**src/hw/rtl/cgs_pkg.sv**
```systemverilog
// Shared types, codes and constants for the character-to-glyph segment lookup.
// Used by cgs_ram, cgs_engine and char_to_glyph_segment_lookup_top.
package cgs_pkg;

    // Default sizes of the segment tables and the glyph array.
    localparam int MAX_SEGMENTS_DEF = 256;
    localparam int GLYPH_DEPTH_DEF  = 1024;

    // Stream and configuration port widths.
    localparam int IN_DATA_W  = 112;
    localparam int IN_USER_W  = 2;
    localparam int OUT_DATA_W = 16;
    localparam int CFG_IDX_W  = 2;
    localparam int CFG_DATA_W = 16;

    // Item opcodes carried in tuser.
    localparam logic [1:0] OP_SEG_WR  = 2'd0;
    localparam logic [1:0] OP_WORD_WR = 2'd1;
    localparam logic [1:0] OP_LOOKUP  = 2'd2;

    // Configuration register indexes.
    localparam logic [1:0] REG_SEG_COUNT   = 2'd0;
    localparam logic [1:0] REG_GLYPH_COUNT = 2'd1;
    localparam logic [1:0] REG_ARRAY_LEN   = 2'd2;

    // Configuration reset values.
    localparam logic [8:0]  SEG_COUNT_RST   = 9'd1;
    localparam logic [15:0] GLYPH_COUNT_RST = 16'd1;
    localparam logic [10:0] ARRAY_LEN_RST   = 11'd0;

    // One entry of the segment memory.
    typedef struct packed {
        logic [15:0] offset;
        logic [15:0] delta;
        logic [15:0] start_code;
        logic [15:0] end_code;
    } seg_entry_t;

    // Configuration registers as seen by the lookup engine.
    typedef struct packed {
        logic [8:0]  seg_count;
        logic [15:0] glyph_count;
        logic [10:0] array_len;
    } cgs_cfg_t;

    // Lookup request from the input side.
    typedef struct packed {
        logic        valid;
        logic [20:0] code;
    } cgs_req_t;

    // Finished lookup handed to the output register.
    typedef struct packed {
        logic        valid;
        logic [15:0] glyph;
    } cgs_res_t;

    // Lookup engine states.
    typedef enum logic [2:0] {
        ST_IDLE,
        ST_SEARCH,
        ST_CHECK,
        ST_ADDR,
        ST_WORD,
        ST_FINAL
    } eng_state_t;

    // Address width of a memory with the given depth, at least one bit.
    function automatic int addr_w(input int depth);
        return (depth > 1) ? $clog2(depth) : 1;
    endfunction

endpackage

```
**src/hw/rtl/cgs_ram.sv**
```systemverilog
// Generic single-write, single-read RAM with a registered read port.
// Depends on cgs_pkg for the address width function.
module cgs_ram #(
    parameter int WIDTH = 16,
    parameter int DEPTH = 256
) (
    input  logic                                clk,
    input  logic                                we,
    input  logic [cgs_pkg::addr_w(DEPTH)-1:0]   waddr,
    input  logic [WIDTH-1:0]                    wdata,
    input  logic                                re,
    input  logic [cgs_pkg::addr_w(DEPTH)-1:0]   raddr,
    output logic [WIDTH-1:0]                    rdata
);
    import cgs_pkg::*;

    logic [WIDTH-1:0] mem [DEPTH];
    logic [WIDTH-1:0] rdata_reg;

    // Write port and registered read port.
    always_ff @(posedge clk)
    begin
        if (we)
        begin
            mem[waddr] <= wdata;
        end
        if (re)
        begin
            rdata_reg <= mem[raddr];
        end
    end

    assign rdata = rdata_reg;

endmodule

```
**config.mk**
```make
export PLATFORM = sky130hd
export DESIGN_NAME = cgs_ram
export DESIGN_NICKNAME = d
export VERILOG_FILES = /design/src/hw/rtl/cgs_pkg.sv /design/src/hw/rtl/cgs_ram.sv
export SDC_FILE = /design/constraint.sdc
export NUM_CORES = 2
export LEC_CHECK = 0
export ABC_CLOCK_PERIOD_IN_PS = 3100
export BUFFER_PORTS_ARGS = -buffer_cell sky130_fd_sc_hd__buf_2
export CAP_MARGIN = 20
export CORE_AREA = 2 2 567 710
export CTS_BUF_LIST = sky130_fd_sc_hd__clkbuf_8
export DETAILED_ROUTE_END_ITERATION = 10
export DIE_AREA = 0 0 569 712
export PLACE_DENSITY = 0.53
export SETUP_SLACK_MARGIN = 0.4
export SYNTH_ARGS = -nofsm -noshare
export SYNTH_HDL_FRONTEND = slang
export SYNTH_SLANG_ARGS = --single-unit
```
**constraint.sdc**
```tcl
create_clock -name clk -period 3.1 [get_ports clk]
set_clock_uncertainty 0.2 [all_clocks]
set_input_delay 0.31 -clock clk [delete_from_list [all_inputs] [get_ports clk]]
set_output_delay 0.31 -clock clk [all_outputs]
set_load 0.02 [all_outputs]
```
# [Word-level counts from Yosys, hierarchy flattened]
# Memory sizes are Yosys's and may differ from the RTL's. A register that Yosys moved wholly into a read port is not among the register bits.
# Cells that the tools add are included.
[totals] register_bits=0 mem_bits_rw=4096 in_bits=35 output_inout_bits=16 wordCells=3 n_memories=1
[classes] mux=2
[mem_list] name="mem" depth=256 word_bits=16 rd=1 rd_clocked_by_memory_dff=1 wr=1 line_no="cgs_ram.sv:17" source="logic [WIDTH-1:0] mem [DEPTH];"
[op_table] cell="$mux 1" count=2

# [Longest topological paths before layout]
[logic_depth] word_depth=2 ltp_mapped=12 mapped_depth_nobuf=6

# [Worst setup path after synthesis]
# Ideal clock, no wire load.
[synth_path] path_kind="input -> register" from="input raddr[0] (netlist bit)" to="register rdata_reg[4] (netlist: rdata[4]), read port of mem (data pin)" setup_time_ns=0.265 arrival_ns=2.294 t_required_ns=2.635 slack_ns=0.341 cell_stages=8 path_buffers=3 path_cell_list="buf_6 -> buf_6 -> buf_2 -> mux4_2 -> mux4_2 -> a22o_1 -> o32ai_2 -> nor4_2"
[synth_lines] element="from (decl)" line_no="cgs_ram.sv:12" source="input logic [cgs_pkg::addr_w(DEPTH)-1:0] raddr,"
[synth_lines] element="to (decl)" line_no="cgs_ram.sv:18" source="logic [WIDTH-1:0] rdata_reg;"

==> flow_summary.json <==
{
  "status": "complete, no violations",
  "area_growth_pct": 17.46,
  "worstPathMaxFanout": 38,
  "die_w_um": 569,
  "synth_top_area_share_pct": 77.72,
  "grt_pass1_wl_um": 647500,
  "dpl.hpwl_um": 288700,
  "timing.rr.start": "mem[31][7]",
  "cts.sinks": 4112,
  "largest_reg_flops": 4096,
  "instances_no_fill": 14410,
  "syn_inst": 7360,
  "fillers": 33160,
  "tightest_slew_ns": 1.010,
  "postCtsSetupBuffers": 0,
  "dpl.cell_count": 13220,
  "avgSynthCellArea_um2": 21.59,
  "drt_iter0_drc": 8766,
  "io_buffers": 50,
  "finalSetupTns_ns": 0,
  "drtPass1Iterations": 6,
  "p_leak_nw": 60.92,
  "layout_setup_ws_ns": 0.2808,
  "pin_count": 51,
  "slew_headroom_pct": 32.45,
  "reg2reg_to": "rdata[7]",
  "synth_common_cells": "4112 x edfxtp_1, 797 x mux4_2, 565 x mux2i_1, 304 x nor2_1, 252 x o221ai_1",
  "cts_tree": "yes",
  "num_vias": 81730,
  "critPathKind": "primary input to register",
  "p_per_area_nw_per_um2": 590.7,
  "antenna_found_initial": 33,
  "final_nets": 8715,
  "antenna_left": 0,
  "synth_ff_type": "edfxtp_1",
  "drc_errors": 0,
  "reg2reg_depth": 6,
  "r2r_slack_ns": 0.33,
  "drv_slew": 0,
  "worstHoldPathType": "primary input to register",
  "synth.most_common_cell": "edfxtp_1",
  "syn_area_um2": 158900,
  "coreArea_um2": 399200,
  "min_to": "mem[212][0]",
  "drive_above_1_share_pct": 32.43,
  "cp-end-kind": "register",
  "ys_seq_elements": 4112,
  "synthTopCellsByArea": "edfxtp_1 78%, mux4_2 11%, mux2i_1 3.6%",
  "grt_pass1_vias": 83610,
  "clock.fmax_mhz": 354.7,
  "startpoint_type": "primary input",
  "cts-root-buf": "clkbuf_8",
  "crit_required_ns": 3.85,
  "avgRoutedWirePerCell_um": 32.16,
  "h-tree-depth": 6,
  "synth-edff-count": 4112,
  "rows": 260,
  "rsz0062_at_grt": "true",
  "hold_depth": 3,
  "setup_viol_count_final": 0,
  "syn-num-nets": 7395,
  "min_from": "wdata[0]",
  "stdcell_area_um2": 186600,
  "grt_max_degree": 124,
  "avgViaCountPerCell": 5.670,
  "hold_slack_ns": 0.1182,
  "ir_worst_vdd_mv": 0.4735,
  "dieArea_um2": 405100,
  "yosysSeqAreaShare_pct": 77.72,
  "insertion_delay_ns": 1.27,
  "globalplace.congestion": 0.8963,
  "min_period_ns": 2.819,
  "die_h_um": 712,
  "post-route-period-util_pct": 90.94,
  "dp_slack_ns": -0.7522,
  "cts_made_buffers": 631,
  "synthArstFlopShare_pct": 0,
  "synth_cell_types": 51,
  "hold_viol": 0,
  "cap_violations": 0,
  "grt_util_all_layers_pct": 22.59,
  "yosysWarnings": 0,
  "path_clk_slew_ns": 0.07,
  "cts.path.max_buffers": 4,
  "drt-total-wl_um": 463500,
  "arrival_ns": 3.57,
  "start_util_pct": 39.80,
  "place_area_um2": 173600,
  "yosysTopAreaCell": "edfxtp_1",
  "grt_overflow": 0
}
==> area by class of cell <==
type                    instances  area (um^2)  area share [%]
repair buffers               1139        11330           6.070
multi-input cells            2792        33790           18.11
inverters                       4        27.53         0.01475
clock buffers                 642         8836           4.735
diodes                         14        35.03         0.01877
well taps                    5240         6556           3.513
flip-flops and latches       4112       123500           66.17
clock inverters               471         2555           1.369
==> how the worst max path moves through the flow <==
stage                endpoint  startpoint  slack [ns]  cells after the start
global route        rdata[14]  mem[3][14]        0.31                      8
detailed placement  rdata[14]    raddr[0]       -0.75                     12
floorplan            rdata[4]    raddr[1]        0.39                      8
CTS                  rdata[8]  mem[28][8]        0.30                      6
finish              rdata[14]    raddr[4]        0.28                     11
global placement    rdata[11]    raddr[0]       -0.82                     13
==> metal layers <==
layer,global-route usage [%],vias up,share of wire (%)
met1,28.91,43860,39
met3,3.830,746,6.4
met5,0,-,0.021
met2,38.10,3016,50
li1,-,34090,-
met4,9.390,16,4.6
==> worst max-delay path: stages <==
cell and delay, ns:
dlygate4sd3_1 0.67, buf_6 0.19, inv_6 0.14, buf_12 0.27
buf_4 0.36, o221ai_1 0.21, o22ai_1 0.20, nor3_1 0.07
buf_4 0.18, nor3_1 0.77, nor4_1 0.12
==> cell families after synthesis <==
kind of cell	after synthesis	share of synthesized area, %
mux	1450	15.48
simple gates	556	1.573
compound gates	786	3.534
flops	4112	77.72
buf+inv	456	1.692
==> through the flow <==
stage	util (%)	total power, mW
3_5_place_dp	43.48	69.29
6_report	46.75	110.2
2_1_floorplan	-	65.59
3_3_place_gp	43.48	69.19
5_1_grt	46.75	113.7
4_1_cts	46.68	111.2
==> layout by cell type, fill, tap and decap left out, types with 11 or more instances in the layout <==
master	n
edfxtp_1	4112
buf_4	824
mux4_2	797
clkbuf_8	643
mux2i_1	565
o221ai_1	252
inv_1	192
buf_12	190
nor2_1	177
a21oi_1	175
clkinv_1	150
o22ai_1	148
nor2_2	126
nor3_1	90
mux2_2	87
clkinv_2	66
dlygate4sd3_1	57
o21ai_0	36
a22oi_1	36
nand2_1	34
buf_2	30
nand4_1	26
nand3_1	26
a22o_4	20
a211oi_1	18
buf_8	17
a221oi_1	16
inv_8	15
diode_2	14
clkinvlp_4	14
nor4_1	13
bufinv_16	13
inv_6	11
and3_1	11
buf_6	11
==> report_power, final <==
group          internal [mW]  switching (mW)
combinational           2.73            4.30
clock                   20.5            21.3
sequential              61.3          0.0776
==> timing repair <==
item,CTS,global route
endpoints found under the setup margin,16,16
hold endpoints to repair,7951,0
cloned,0,0
gates resized for setup,84,43
hold buffers,71,0
pin swaps,6,9
(Power assumes the default switching activity.)
