`config.mk`:
```
export PLATFORM = sky130hd
export DESIGN_NAME = cgs_engine
export DESIGN_NICKNAME = d
export VERILOG_FILES = /design/src/hw/rtl/cgs_pkg.sv /design/src/hw/rtl/cgs_engine.sv
export SDC_FILE = /design/constraint.sdc
export NUM_CORES = 1
export LEC_CHECK = 0
export ABC_AREA = 1
export BUFFER_PORTS_ARGS = -buffer_cell sky130_fd_sc_hd__clkbuf_2
export CAP_MARGIN = 20
export CORE_ASPECT_RATIO = 2
export CORE_MARGIN = 1.5
export CORE_UTILIZATION = 58
export CTS_BUF_LIST = sky130_fd_sc_hd__clkbuf_8 sky130_fd_sc_hd__clkbuf_16
export DETAILED_ROUTE_END_ITERATION = 6
export GPL_TIMING_DRIVEN = 0
export PLACE_DENSITY = 0.81
export SETUP_SLACK_MARGIN = 0.2
export SYNTH_ARGS = -nofsm -noshare
export SYNTH_HDL_FRONTEND = slang
export SYNTH_SLANG_ARGS = --single-unit
```
`constraint.sdc`:
```
create_clock -name clk -period 5.8 [get_ports clk]
set_input_delay 0.29 -clock clk [delete_from_list [all_inputs] [get_ports clk]]
set_output_delay 0.29 -clock clk [all_outputs]
set_load 0.02 [all_outputs]
```
`src/hw/rtl/cgs_pkg.sv`:
```
// Shared types, codes and constants for the character-to-glyph segment lookup.
// Used by cgs_ram, cgs_engine and char_to_glyph_segment_lookup_top.
package cgs_pkg;

    // Default sizes of the segment tables and the glyph array.
    localparam int MAX_SEGMENTS_DEF = 256;
    localparam int GLYPH_DEPTH_DEF  = 1024;

    // Stream and configuration port widths.
    localparam int IN_DATA_W  = 112;
    localparam int IN_USER_W  = 2;
    localparam int OUT_DATA_W = 16;
    localparam int CFG_IDX_W  = 2;
    localparam int CFG_DATA_W = 16;

    // Item opcodes carried in tuser.
    localparam logic [1:0] OP_SEG_WR  = 2'd0;
    localparam logic [1:0] OP_WORD_WR = 2'd1;
    localparam logic [1:0] OP_LOOKUP  = 2'd2;

    // Configuration register indexes.
    localparam logic [1:0] REG_SEG_COUNT   = 2'd0;
    localparam logic [1:0] REG_GLYPH_COUNT = 2'd1;
    localparam logic [1:0] REG_ARRAY_LEN   = 2'd2;

    // Configuration reset values.
    localparam logic [8:0]  SEG_COUNT_RST   = 9'd1;
    localparam logic [15:0] GLYPH_COUNT_RST = 16'd1;
    localparam logic [10:0] ARRAY_LEN_RST   = 11'd0;

    // One entry of the segment memory.
    typedef struct packed {
        logic [15:0] offset;
        logic [15:0] delta;
        logic [15:0] start_code;
        logic [15:0] end_code;
    } seg_entry_t;

    // Configuration registers as seen by the lookup engine.
    typedef struct packed {
        logic [8:0]  seg_count;
        logic [15:0] glyph_count;
        logic [10:0] array_len;
    } cgs_cfg_t;

    // Lookup request from the input side.
    typedef struct packed {
        logic        valid;
        logic [20:0] code;
    } cgs_req_t;

    // Finished lookup handed to the output register.
    typedef struct packed {
        logic        valid;
        logic [15:0] glyph;
    } cgs_res_t;

    // Lookup engine states.
    typedef enum logic [2:0] {
        ST_IDLE,
        ST_SEARCH,
        ST_CHECK,
        ST_ADDR,
        ST_WORD,
        ST_FINAL
    } eng_state_t;

    // Address width of a memory with the given depth, at least one bit.
    function automatic int addr_w(input int depth);
        return (depth > 1) ? $clog2(depth) : 1;
    endfunction

endpackage

```
`src/hw/rtl/cgs_engine.sv`:
```
// Lookup sequencer: walks the segment memory, forms the glyph array index,
// reads the glyph array and applies delta and glyph count. Depends on cgs_pkg.
module cgs_engine #(
    parameter int MAX_SEGMENTS      = cgs_pkg::MAX_SEGMENTS_DEF,
    parameter int GLYPH_ARRAY_DEPTH = cgs_pkg::GLYPH_DEPTH_DEF
) (
    input  logic                                          clk,
    input  logic                                          rst_n,
    input  cgs_pkg::cgs_cfg_t                             cfg,
    input  cgs_pkg::cgs_req_t                             start,
    output logic                                          idle,
    input  logic                                          out_free,
    output logic                                          seg_re,
    output logic [cgs_pkg::addr_w(MAX_SEGMENTS)-1:0]      seg_raddr,
    input  cgs_pkg::seg_entry_t                           seg_q,
    output logic                                          ga_re,
    output logic [cgs_pkg::addr_w(GLYPH_ARRAY_DEPTH)-1:0] ga_raddr,
    input  logic [15:0]                                   ga_q,
    output cgs_pkg::cgs_res_t                             res
);
    import cgs_pkg::*;

    localparam int SEG_AW   = addr_w(MAX_SEGMENTS);
    localparam int GA_AW    = addr_w(GLYPH_ARRAY_DEPTH);
    localparam int SEG_CW   = $clog2(MAX_SEGMENTS + 1);
    localparam int CNT_W    = (SEG_CW > 9) ? SEG_CW : 9;
    localparam int LIM_RAW  = $clog2(GLYPH_ARRAY_DEPTH + 1);
    localparam int LIM_W    = (LIM_RAW > 11) ? LIM_RAW : 11;
    localparam int IDX_BASE = (CNT_W > 16) ? CNT_W : 16;
    localparam int IDX_W    = ((IDX_BASE > LIM_W) ? IDX_BASE : LIM_W) + 3;

    eng_state_t        state_reg, state_next;
    logic [15:0]       code_reg, code_next;
    logic [SEG_CW-1:0] seg_reg, seg_next;
    logic              rd_valid_reg, rd_valid_next;
    logic [SEG_CW-1:0] rd_seg_reg, rd_seg_next;
    seg_entry_t        ent_reg, ent_next;
    logic [IDX_W-1:0]  base_reg, base_next;
    logic [IDX_W-1:0]  idx_reg, idx_next;
    logic              word_ok_reg, word_ok_next;
    logic [15:0]       g_reg, g_next;

    logic [CNT_W-1:0]  count;
    logic [LIM_W-1:0]  lim;
    logic              issue_ok;
    logic              hit;
    logic              below_start;
    logic [15:0]       diff;
    logic              in_range;
    logic [15:0]       word;
    logic              code_wide;

    // Segment count saturates at the table size; array limit at the array size.
    assign count = (CNT_W'(cfg.seg_count) > CNT_W'(MAX_SEGMENTS)) ?
                   CNT_W'(MAX_SEGMENTS) : CNT_W'(cfg.seg_count);
    assign lim   = (LIM_W'(cfg.array_len) > LIM_W'(GLYPH_ARRAY_DEPTH)) ?
                   LIM_W'(GLYPH_ARRAY_DEPTH) : LIM_W'(cfg.array_len);

    // Search and mapping conditions.
    assign code_wide   = (start.code[20:16] != 5'd0);
    assign issue_ok    = (CNT_W'(seg_reg) < count);
    assign hit         = rd_valid_reg && (code_reg <= seg_q.end_code);
    assign below_start = (code_reg < ent_reg.start_code);
    assign diff        = code_reg - ent_reg.start_code;
    assign in_range    = !idx_reg[IDX_W-1] && (idx_reg < IDX_W'(lim));
    assign word        = word_ok_reg ? ga_q : 16'd0;

    // Next state.
    always_comb
    begin
        state_next = state_reg;
        unique case (state_reg)
            ST_IDLE:
            begin
                if (start.valid)
                begin
                    state_next = code_wide ? ST_FINAL : ST_SEARCH;
                end
            end
            ST_SEARCH:
            begin
                if (hit)
                begin
                    state_next = ST_CHECK;
                end
                else if (!rd_valid_reg && !issue_ok)
                begin
                    state_next = ST_FINAL;
                end
            end
            ST_CHECK:
            begin
                if (below_start || (ent_reg.offset == 16'd0))
                begin
                    state_next = ST_FINAL;
                end
                else
                begin
                    state_next = ST_ADDR;
                end
            end
            ST_ADDR:
            begin
                state_next = ST_WORD;
            end
            ST_WORD:
            begin
                state_next = ST_FINAL;
            end
            ST_FINAL:
            begin
                if (out_free)
                begin
                    state_next = ST_IDLE;
                end
            end
            default:
            begin
                state_next = ST_IDLE;
            end
        endcase
    end

    // Outputs: memory reads and the finished result.
    always_comb
    begin
        idle      = (state_reg == ST_IDLE);
        seg_re    = (state_reg == ST_SEARCH) && issue_ok && !hit;
        seg_raddr = seg_reg[SEG_AW-1:0];
        ga_re     = (state_reg == ST_ADDR) && in_range;
        ga_raddr  = idx_reg[GA_AW-1:0];
        res.valid = (state_reg == ST_FINAL) && out_free;
        res.glyph = (g_reg < cfg.glyph_count) ? g_reg : 16'd0;
    end

    // Datapath next values.
    always_comb
    begin
        code_next     = code_reg;
        seg_next      = seg_reg;
        rd_valid_next = rd_valid_reg;
        rd_seg_next   = rd_seg_reg;
        ent_next      = ent_reg;
        base_next     = base_reg;
        idx_next      = idx_reg;
        word_ok_next  = word_ok_reg;
        g_next        = g_reg;
        case (state_reg)
            ST_IDLE:
            begin
                if (start.valid)
                begin
                    code_next     = start.code[15:0];
                    seg_next      = '0;
                    rd_valid_next = 1'b0;
                    g_next        = 16'd0;
                end
            end
            ST_SEARCH:
            begin
                // One segment read issued per cycle; the previous one is checked.
                rd_valid_next = seg_re;
                if (seg_re)
                begin
                    seg_next    = seg_reg + 1'b1;
                    rd_seg_next = seg_reg;
                end
                if (hit)
                begin
                    ent_next  = seg_q;
                    base_next = IDX_W'(rd_seg_reg) - IDX_W'(count);
                end
            end
            ST_CHECK:
            begin
                if (below_start)
                begin
                    g_next = 16'd0;
                end
                else if (ent_reg.offset == 16'd0)
                begin
                    g_next = code_reg + ent_reg.delta;
                end
                idx_next = base_reg + IDX_W'(ent_reg.offset[15:1]) + IDX_W'(diff);
            end
            ST_ADDR:
            begin
                word_ok_next = in_range;
            end
            ST_WORD:
            begin
                // A zero word means a missing glyph and takes no delta.
                g_next = (word != 16'd0) ? (word + ent_reg.delta) : 16'd0;
            end
            default:
            begin
            end
        endcase
    end

    // Control registers.
    always_ff @(posedge clk or negedge rst_n)
    begin
        if (!rst_n)
        begin
            state_reg    <= ST_IDLE;
            rd_valid_reg <= 1'b0;
            seg_reg      <= '0;
        end
        else
        begin
            state_reg    <= state_next;
            rd_valid_reg <= rd_valid_next;
            seg_reg      <= seg_next;
        end
    end

    // Payload registers.
    always_ff @(posedge clk)
    begin
        code_reg    <= code_next;
        rd_seg_reg  <= rd_seg_next;
        ent_reg     <= ent_next;
        base_reg    <= base_next;
        idx_reg     <= idx_next;
        word_ok_reg <= word_ok_next;
        g_reg       <= g_next;
    end

endmodule

```
==> After elaboration in Yosys (flattened, before gate mapping) <==
Index checks and enable logic that the tools add are counted.
{ "classes": {"n_eq_ne": 10, "n_addsub": 7, "reduce_logical": 25, "n_lt_le_gt_ge": 7, "muxes": 21} }
{ "op_table": {"columns": ["op", "n"], "rows": [
  ["16-bit 2-to-1 mux", 6],
  ["16-bit case mux with 3 select lines", 1],
  ["16-bit adder", 2],
  ["16-bit less-than comparator", 2],
  ["9-bit 2-to-1 mux", 3],
  ["19-bit by 15-bit adder with 19-bit output", 1],
  ["19-bit by 16-bit adder with 19-bit output", 1],
  ["19-bit by 11-bit less-than comparator with 1-bit output", 1],
  ["3-bit 2-to-1 mux", 6],
  ["3-bit case mux with 6 select lines", 1],
  ["9-bit case mux with 2 select lines", 1],
  ["16-bit <= comparator", 1],
  ["16-bit zero test", 1],
  ["16-bit nonzero test", 1],
  ["16-bit subtractor", 1],
  ["11-bit > comparator (second input constant)", 1],
  ["11-bit 2-to-1 mux", 1],
  ["9-bit by 9-bit subtractor with 10-bit output", 1],
  ["9-bit by 1-bit adder with 9-bit output (second input constant)", 1],
  ["9-bit > comparator (second input constant)", 1],
  ["9-bit less-than comparator", 1],
  ["3-bit AND reduction", 3],
  ["2-bit AND reduction", 4],
  ["1-bit logical AND", 7],
  ["other kinds (13)", 21]
]} }
{ "word_totals": {"output_inout_bits": 38, "input_bits": 141, "reg_bits": 141} }

==> Logic depth before layout (Yosys ltp) <==
Gate-level depths: netlist of run 1.
{ "depth": {"ltp_word": 8, "mapped_depth": 20, "mapped_depth_nobuf": 20} }

==> Least setup slack after synthesis of run 1 <==
No wires, ideal clock.
{ "synth_timing": {"kind": "reg-to-reg", "start": "register code_reg[1]", "end": "register base_reg[0], enable pin", "path_buffers": 0, "setup_ns": 0.474, "stages_incl_launch_ff": 13, "required_time_ns": 5.326, "arrival_time_ns": 3.800, "setup_slack_ns": 1.526, "cell_sequence": "edfxtp_1 > ha_1 > nand2_1 > nand2_1 > nand2_1 > nand2_1 > nand2_1 > nand2_1 > nand2_1 > nand2_1 > nand2_1 > nand2_1 > nor2_1"} }
{ "synth_between": {"elab_chain_len": 3} }
{ "synth_rtl": {"columns": ["element", "line_no", "rtl"], "rows": [
  ["start: declaration", "cgs_engine.sv:33", "logic [15:0] code_reg, code_next;"],
  ["start signal: assignment", "cgs_engine.sv:221", "code_reg <= code_next;"],
  ["16-bit <= comparator", "cgs_engine.sv:62", "assign hit = rd_valid_reg && (code_reg <= seg_q.end_code);"],
  ["1-bit logical AND", "cgs_engine.sv:62", null],
  ["2-bit AND reduction (no line)", null, null],
  ["end signal: assignment", "cgs_engine.sv:224", "base_reg <= base_next;"],
  ["end: declaration", "cgs_engine.sv:38", "logic [IDX_W-1:0] base_reg, base_next;"]
]} }
No other way between the ends.
A chain may end at the register's enable or synchronous reset.

==> Worst setup path in the final report of run 1 <==
{ "layout_timing": {"start": "register code_reg[0]", "end": "register idx_reg[18], data pin"} }
{ "layout_between": {"elab_chain_len": 2} }
{ "layout_rtl": {"columns": ["element", "line_no", "rtl"], "rows": [
  ["16-bit subtractor", "cgs_engine.sv:64", "assign diff = code_reg - ent_reg.start_code;"],
  ["19-bit by 16-bit adder with 19-bit output", "cgs_engine.sv:184", "idx_next = base_reg + IDX_W'(ent_reg.offset[15:1]) + IDX_W'(diff);"],
  ["end signal: assignment", "cgs_engine.sv:225", "idx_reg <= idx_next;"],
  ["end: declaration", "cgs_engine.sv:39", "logic [IDX_W-1:0] idx_reg, idx_next;"]
]} }
No other way between the ends.

==> summary.txt, run 1 <==
P per Cell Area = 494.4 nW/um2
Min Clock Period, post-route = 4.368 ns
Hold Path Class = primary input to register
Area grow syn2layout = 18.95%
Total grt overflow = 0
First-pass GRT wire length = 40,130 um
Final routed DRC violation total = 2
Fill count = 1,304
Multi-input logic area = 5289 um2
Synth Area per Inst = 8.663 um2
Crit end category = register
Setup tns final = 0 ns
# clock sinks = 132
RSZ-0062 raised after global routing = no
DR pass1 iterations = 7
Setup CP Type = register to register
Fin nets = 1,647
Most common cell after layout, fill and taps aside = nand2_1
R2r setup slk = 1.43 ns
EDFF count, synth = 119
Leakage = 6.014 nW
Post-Syn Instances = 1,163
Largest net degree at the start of global routing = 23
Antenna violations before repair = 0
Final setup fails = 0
Die width = 96.20 um
Buffers & Inverters on Critical Path = 2
Slew @ Worst Pin = 0.9406 ns
Total power = 5.925 mW
CTS tree = built
Simple-gate share of the synthesized area = 0.1819
Drt first-iter violations = 552
Post-CTS Setup Bufs = 0
Layout cells sized above 1 = 0.1823
Pins Over Slew Limit = 0
Failing checks = design-rule violations
Sequential area share after synthesis = 0.3870
Commonest cells after routing, fill and taps aside = nand2_1 (238), inv_1 (186), clkbuf_2 (178)
Dpl ws = 1.525 ns
Status = finished, violations left
Worst-skew pair later-pin latency = 0.44 ns
Ant diodes = 0
Cell Area, Placed = 11,310 um2
Worst setup margin = 1.432 ns
Worst-path fanout max = 4
R2R Path Start = code_reg[0]
Area share of the largest cell type after synthesis = 0.3547
Vias in the first global route = 8,747
GP Congestion = 0.9453
H-tree levels = 4
Slew Limit Headroom = 0.3709
Initial Utilization = 0.5891
Final hold vios = 0
Yosys cell types = 45
Max reg flops = 48
Post-synthesis mux area share = 0
Synth Warn # = 0
Top_reg_cell synth = edfxtp_1
Sequential Power Share = 0.269
Overall routing resource usage = 0.2883
Clock Power Share = 0.209
Crit Reg-Reg Endpoint = idx_reg[18]
Worst Reg2Reg Path Length in Cells = 18
Post-cts sizing count = 0
Critical path's most frequent cell = nand2_1
Critical path's slowest cell = fa_1
Combinational share of power = 0.521
FF+latch count, synth = 132
Max_cap viols = 0
Pint = 3.381 mW
Clk_skew = 0.01419 ns
CTS root buffer = clkbuf_16
Synth area leaders = edfxtp_1 (35%), ha_1 (15%), nand2_1 (8.9%)
Drt via density = 5.599
Crit path launch type = register
Post-DP HPWL = 20,240 um
CP peak stage delay = 0.50 ns
Post-route clock period utilization = 0.7531
DRT antenna net count = 0
Synth Area in Adders = 0.1913
CP arrival = 4.55 ns
Fin util = 0.7008
Via count = 8,885
Post-route cell area = 11,980 um2
Post-CTS Hold Fix Bufs = 1
CP Cell Sequence = inv_1 -> ha_1 -> inv_1 -> fa_1 -> nand3_1 -> nand2_1 -> nand2_1 -> nand2_1 -> a21oi_1 -> o21bai_1 -> xor2_1 -> fa_1 -> ha_1 -> nand2_1 -> nor4_1 -> nand4_1 -> nand4_1 -> nand2_1
Hold depth = 1
Worst hold endpoint = ent_reg[27]
Port-buffer cells = 178
Clock slew at reported path FFs = 0.06 ns
Die height = 189.4 um
Switch share = 0.4293
Psw = 2.543 mW
Worst-case clock buffer depth = 2
Main combinational cell family by area after synthesis = adder cells
Compound-Gate Fraction of Synth Area = 0.1052
Ports = 179
Fmax = 0.2289 GHz
Synthesized area = 10,070 um2
CP required = 5.98 ns
Row count = 68
Syn_nets = 1,446
Xor-xnor portion of the synthesized cell area = 0.04521
Average wire per standard cell = 16.26 um
Clock buffers created by TritonCTS = 17
Asr flop ratio synth = 0.09848
Post-Route WL = 25,810 um
Top delay family on crit path = adder cells
Worst hold start = seg_q[27]
Register area = 3899 um2
Maximum VDD drop = 0.0002991 V
Synth area leader = edfxtp_1
Core area = 17,100 um2
Die area = 18,220 um2
-- cell usage after synthesis, types with 2 or more instances --
master and n:
clkinv_1 2, ha_1 122, a221oi_1 2, fa_1 20, nand2_1 238, a21o_1 11
edfxtp_1 119, a22o_1 2, inv_2 5, nand3_1 52, xnor2_1 16, o21ai_1 22
buf_6 2, xor2_1 36, and2_1 2, a21oi_1 90, nor2_1 93, nor4_1 11
buf_4 20, a21boi_1 3, dfrtp_1 13, nand2_2 2, o21bai_1 9, o21ai_2 3
inv_1 184, a211oi_1 2, o21ai_0 25, o22ai_1 6, nand4_1 13, a31oi_1 9
nor3_1 15
-- metal layers --
layer  track usage  wire length [um]
met1        0.3309             10000
met2        0.4978             12860
met3       0.05221              1877
met4        0.1465              1070
met5             0                 0
-- worst register-to-register path, stage by stage, from the launching register on --
cell and delay, ns:
edfxtp_1 0.41, inv_1 0.12, ha_1 0.16, inv_1 0.07, fa_1 0.41, nand3_1 0.12, nand2_1 0.10, nand2_1 0.08
nand2_1 0.13, a21oi_1 0.26, o21bai_1 0.13, xor2_1 0.38, fa_1 0.50, ha_1 0.38, nand2_1 0.14, nor4_1 0.33
nand4_1 0.18, nand4_1 0.13, nand2_1 0.08
-- logic make-up (layout without fill, tap and decap cells) --
group,after synthesis,in the layout
adders and majority gates,142,142
xor gates and xnor gates,52,52
DFF,132,132
buffers and inverters,215,429
and+or+nand+nor,434,434
AOI/OAI and AO/OA,188,188
-- worst max path at each step --
stage,cells past startpoint,slack (ns),end,start
6_report,18,1.43,idx_reg[18],code_reg[0]
4_1_cts,18,1.50,idx_reg[18],code_reg[0]
3_5_place_dp,18,1.52,idx_reg[18],code_reg[0]
2_1_floorplan,12,1.53,base_reg[0],code_reg[1]
3_3_place_gp,7,0.08,ent_reg[54],code_reg[15]
5_1_grt,19,1.23,idx_reg[18],code_reg[0]
-- layout make-up --
class	count	share of cell area
Buffer	23	0.01483
Clock buffer	17	0.03550
Clock inverter	15	0.02005
Inverter	192	0.06035
Multi-Input combinational cell	816	0.4413
Sequential cell	132	0.3253
Tap cell	210	0.02193
Timing Repair Buffer	182	0.08071
-- metrics by stage --
stage               instances  hold WS (ns)
global placement         1551        0.2085
floorplan                1163     -0.005591
finish                   1587       0.02307
CTS                      1587       0.01921
global route             1587       0.01789
detailed placement       1554        0.2109
-- power groups by stage --
stage               clock network (mW)  registers (mW)  logic (mW)
finish                            1.24            1.60        3.09
global route                      1.28            1.62        3.44
CTS                               1.24            1.59        3.06
detailed placement                   0            1.61        3.02
global placement                     0            1.61        2.87
floorplan                            0            1.56        2.24
No activity file was read; power rests on OpenSTA's default activity.
==> run 2: changes to the inputs <==
CORE_UTILIZATION = 52   (was 58)
PLACE_DENSITY = 0.77   (was 0.81)
clock period = 3.7 ns   (was 5.8 ns; I/O delays follow)
==> summary.txt, run 2 (synthesized netlist as in run 1, its figures left out) <==
Status = finished, violations left (unchanged)
Failing checks = negative setup slack (was design-rule violations)
Worst-case clock buffer depth = 2 (unchanged)
Min Hold Slack = 0.09781 ns (was 0.02307 ns)
Critical path's slowest cell = edfxtp_1 (was fa_1)
Ant diodes = 0 (unchanged)
Row count = 71 (was 68)
Stages on the worst setup path = 15 (was 18)
Slew Limit Headroom = 0.3530 (was 0.3709)
Buffers & Inverters on Critical Path = 2 (unchanged)
Via count = 9,347 (was 8,885)
Layout cells sized above 1 = 0.2510 (was 0.1823)
Worst-skew pair later-pin latency = 0.44 ns (about the same)
First-pass GRT wire length = 44,030 um (was 40,130 um)
P per Cell Area = 766.3 nW/um2 (was 494.4 nW/um2)
DRT antenna net count = 0 (unchanged)
Die height = 199.8 um (was 189.4 um)
Worst-path fanout max = 5 (was 4)
Dpl ws = -0.5111 ns (was 1.525 ns)
Layout Cells excl Fill = 1,729 (was 1,587)
Commonest cells after routing, fill and taps aside = nand2_1 (228), inv_1 (180), clkbuf_2 (178) (was nand2_1 (238), inv_1 (186), clkbuf_2 (178))
Hold Path Class = primary input to register (unchanged)
CTS root buffer = clkbuf_16 (unchanged)
CP required = 3.90 ns (was 5.98 ns)
Final hold vios = 0 (unchanged)
Fin nets = 1,744 (was 1,647)
Post-DP HPWL = 22,090 um (was 20,240 um)
Vias in the first global route = 9,424 (was 8,747)
Leakage = 6.438 nW (was 6.014 nW)
Final routed DRC violation total = 0 (was 2)
CP Cell Sequence = ha_4 -> a21oi_1 -> nand4_1 -> buf_4 -> a21oi_2 -> xor2_2 -> inv_1 -> ha_1 -> ha_1 -> nand2_2 -> nor2_1 -> a221oi_2 -> nand3_1 -> nand2_1 -> nand2_1 (was inv_1 -> ha_1 -> inv_1 -> fa_1 -> nand3_1 -> nand2_1 -> nand2_1 -> nand2_1 -> a21oi_1 -> o21bai_1 -> xor2_1 -> fa_1 -> ha_1 -> nand2_1 -> nor4_1 -> nand4_1 -> nand4_1 -> nand2_1)
Pins Over Slew Limit = 0 (unchanged)
Crit end category = register (unchanged)
CP arrival = 4.08 ns (was 4.55 ns)
Antenna violations before repair = 0 (unchanged)
Post-route cell area = 13,420 um2 (was 11,980 um2)
Clock buffers created by TritonCTS = 17 (unchanged)
Largest net degree at the start of global routing = 34 (was 23)
Drt first-iter violations = 592 (was 552)
CP peak stage delay = 0.46 ns (was 0.50 ns)
Clock slew at reported path FFs = 0.06 ns (about the same)
# clock sinks = 132 (unchanged)
Max reg flops = 48 (unchanged)
Clk_skew = 0.006980 ns (was 0.01419 ns)
Placed cell count = 1,599 (was 1,554)
Setup CP Type = register to register (unchanged)
H-tree levels = 4 (unchanged)
Crit path launch type = register (unchanged)
Hold depth = 3 (was 1)
Worst setup margin = -0.1824 ns (was 1.432 ns)
Max_cap viols = 0 (unchanged)
Overall routing resource usage = 0.2921 (was 0.2883)
Initial Utilization = 0.5324 (was 0.5891)
R2R Path Start = code_reg[10] (was code_reg[0])
Die width = 101.4 um (was 96.20 um)
Area grow syn2layout = 33.17% (was 18.95%)
Port-buffer cells = 178 (unchanged)
Final setup fails = 7 (was 0)
R2r setup slk = -0.18 ns (was 1.43 ns)
Total grt overflow = 0 (unchanged)
Worst hold start = start[21] (was seg_q[27])
Fmax = 0.2576 GHz (was 0.2289 GHz)
Slew @ Worst Pin = 0.9669 ns (was 0.9406 ns)
Top delay family on crit path = adder cells (unchanged)
Ports = 179 (unchanged)
Most common cell after layout, fill and taps aside = nand2_1 (unchanged)
Average wire per standard cell = 17.48 um (was 16.26 um)
Cell Area, Placed = 11,350 um2 (was 11,310 um2)
Fill count = 1,344 (was 1,304)
Drt via density = 5.406 (was 5.599)
Die area = 20,270 um2 (was 18,220 um2)
RSZ-0062 raised after global routing = yes (was no)
Post-Route WL = 30,230 um (was 25,810 um)
Core area = 18,920 um2 (was 17,100 um2)
CTS tree = built (unchanged)
CP Launch Point = code_reg[10] (was code_reg[0])
DR pass1 iterations = 5 (was 7)
Worst Reg2Reg Path Length in Cells = 15 (was 18)
Post-route clock period utilization = 1.049 (was 0.7531)
GP Congestion = 0.9326 (was 0.9453)
Maximum VDD drop = 0.0007144 V (was 0.0002991 V)
Min Clock Period, post-route = 3.882 ns (was 4.368 ns)
## run 2: cell count changes in the layout (fill, tap and decap cells not counted), sizes merged
cell / previous run / this run
clkinvlp: 3 / 4
dlygate4sd3: 1 / 65
bufinv: 6 / 0
clkinv: 6 / 11
buf: 26 / 59
## run 2: what timing repair did
action,CTS,global route
setup endpoints to repair,12,12
pin swaps,32,32
resized for setup,67,54
hold buffers,65,0
setup buffers,18,15
endpoints found under the hold margin,77,0
## run 2: where the power goes
part	leakage (nW)	internal (mW)	switching [mW]
Sequential	1.27	2.26	0.245
Clock	0.244	0.827	0.620
Combinational	4.92	2.57	3.76
## run 2: routing by layer
metal | vias up | GRT usage | share of wire
met5 | - | 0 | 0
met4 | 0 | 0.2402 | 0.097
met3 | 157 | 0.05362 | 0.057
met2 | 398 | 0.5476 | 0.53
met1 | 4306 | 0.2627 | 0.32
li1 | 4486 | - | -
## run 2: cell type report
type,count,area (um2),area share
buffer,23,177.7,0.01324
clock buffer,17,425.4,0.03171
clock inverter,15,76.32,0.005689
inverter,192,723.2,0.05390
multi-input combinational,816,5961,0.4443
sequential,132,3899,0.2906
tap,255,319.1,0.02378
timing repair buffer,279,1836,0.1368
## run 2: per-stage QoR
step,utilization,total power [mW],TNS [ns]
global placement,0.5967,7.134,-26.28
CTS,0.6882,9.511,-0.1540
detailed placement,0.5997,7.299,-3.392
global route,0.7091,10.93,-1.183
floorplan,-,5.957,0
finish,0.7091,10.28,-0.6843
## run 2: final timing paths
path                                      to
max in group asynchronous         seg_reg[7]
worst max register to register   idx_reg[18]
worst max-delay path             idx_reg[18]
worst min register to register  rd_valid_reg
worst min-delay path            state_reg[0]
min in group asynchronous         seg_reg[3]
## run 2: worst reg2reg max path, stage by stage, from the launching register on
cell and delay, ns:
edfxtp_1 0.46, ha_4 0.32, a21oi_1 0.26, nand4_1 0.33, buf_4 0.25, a21oi_2 0.19, xor2_2 0.33, inv_1 0.09
ha_1 0.28, ha_1 0.36, nand2_2 0.16, nor2_1 0.10, a221oi_2 0.28, nand3_1 0.11, nand2_1 0.08, nand2_1 0.05
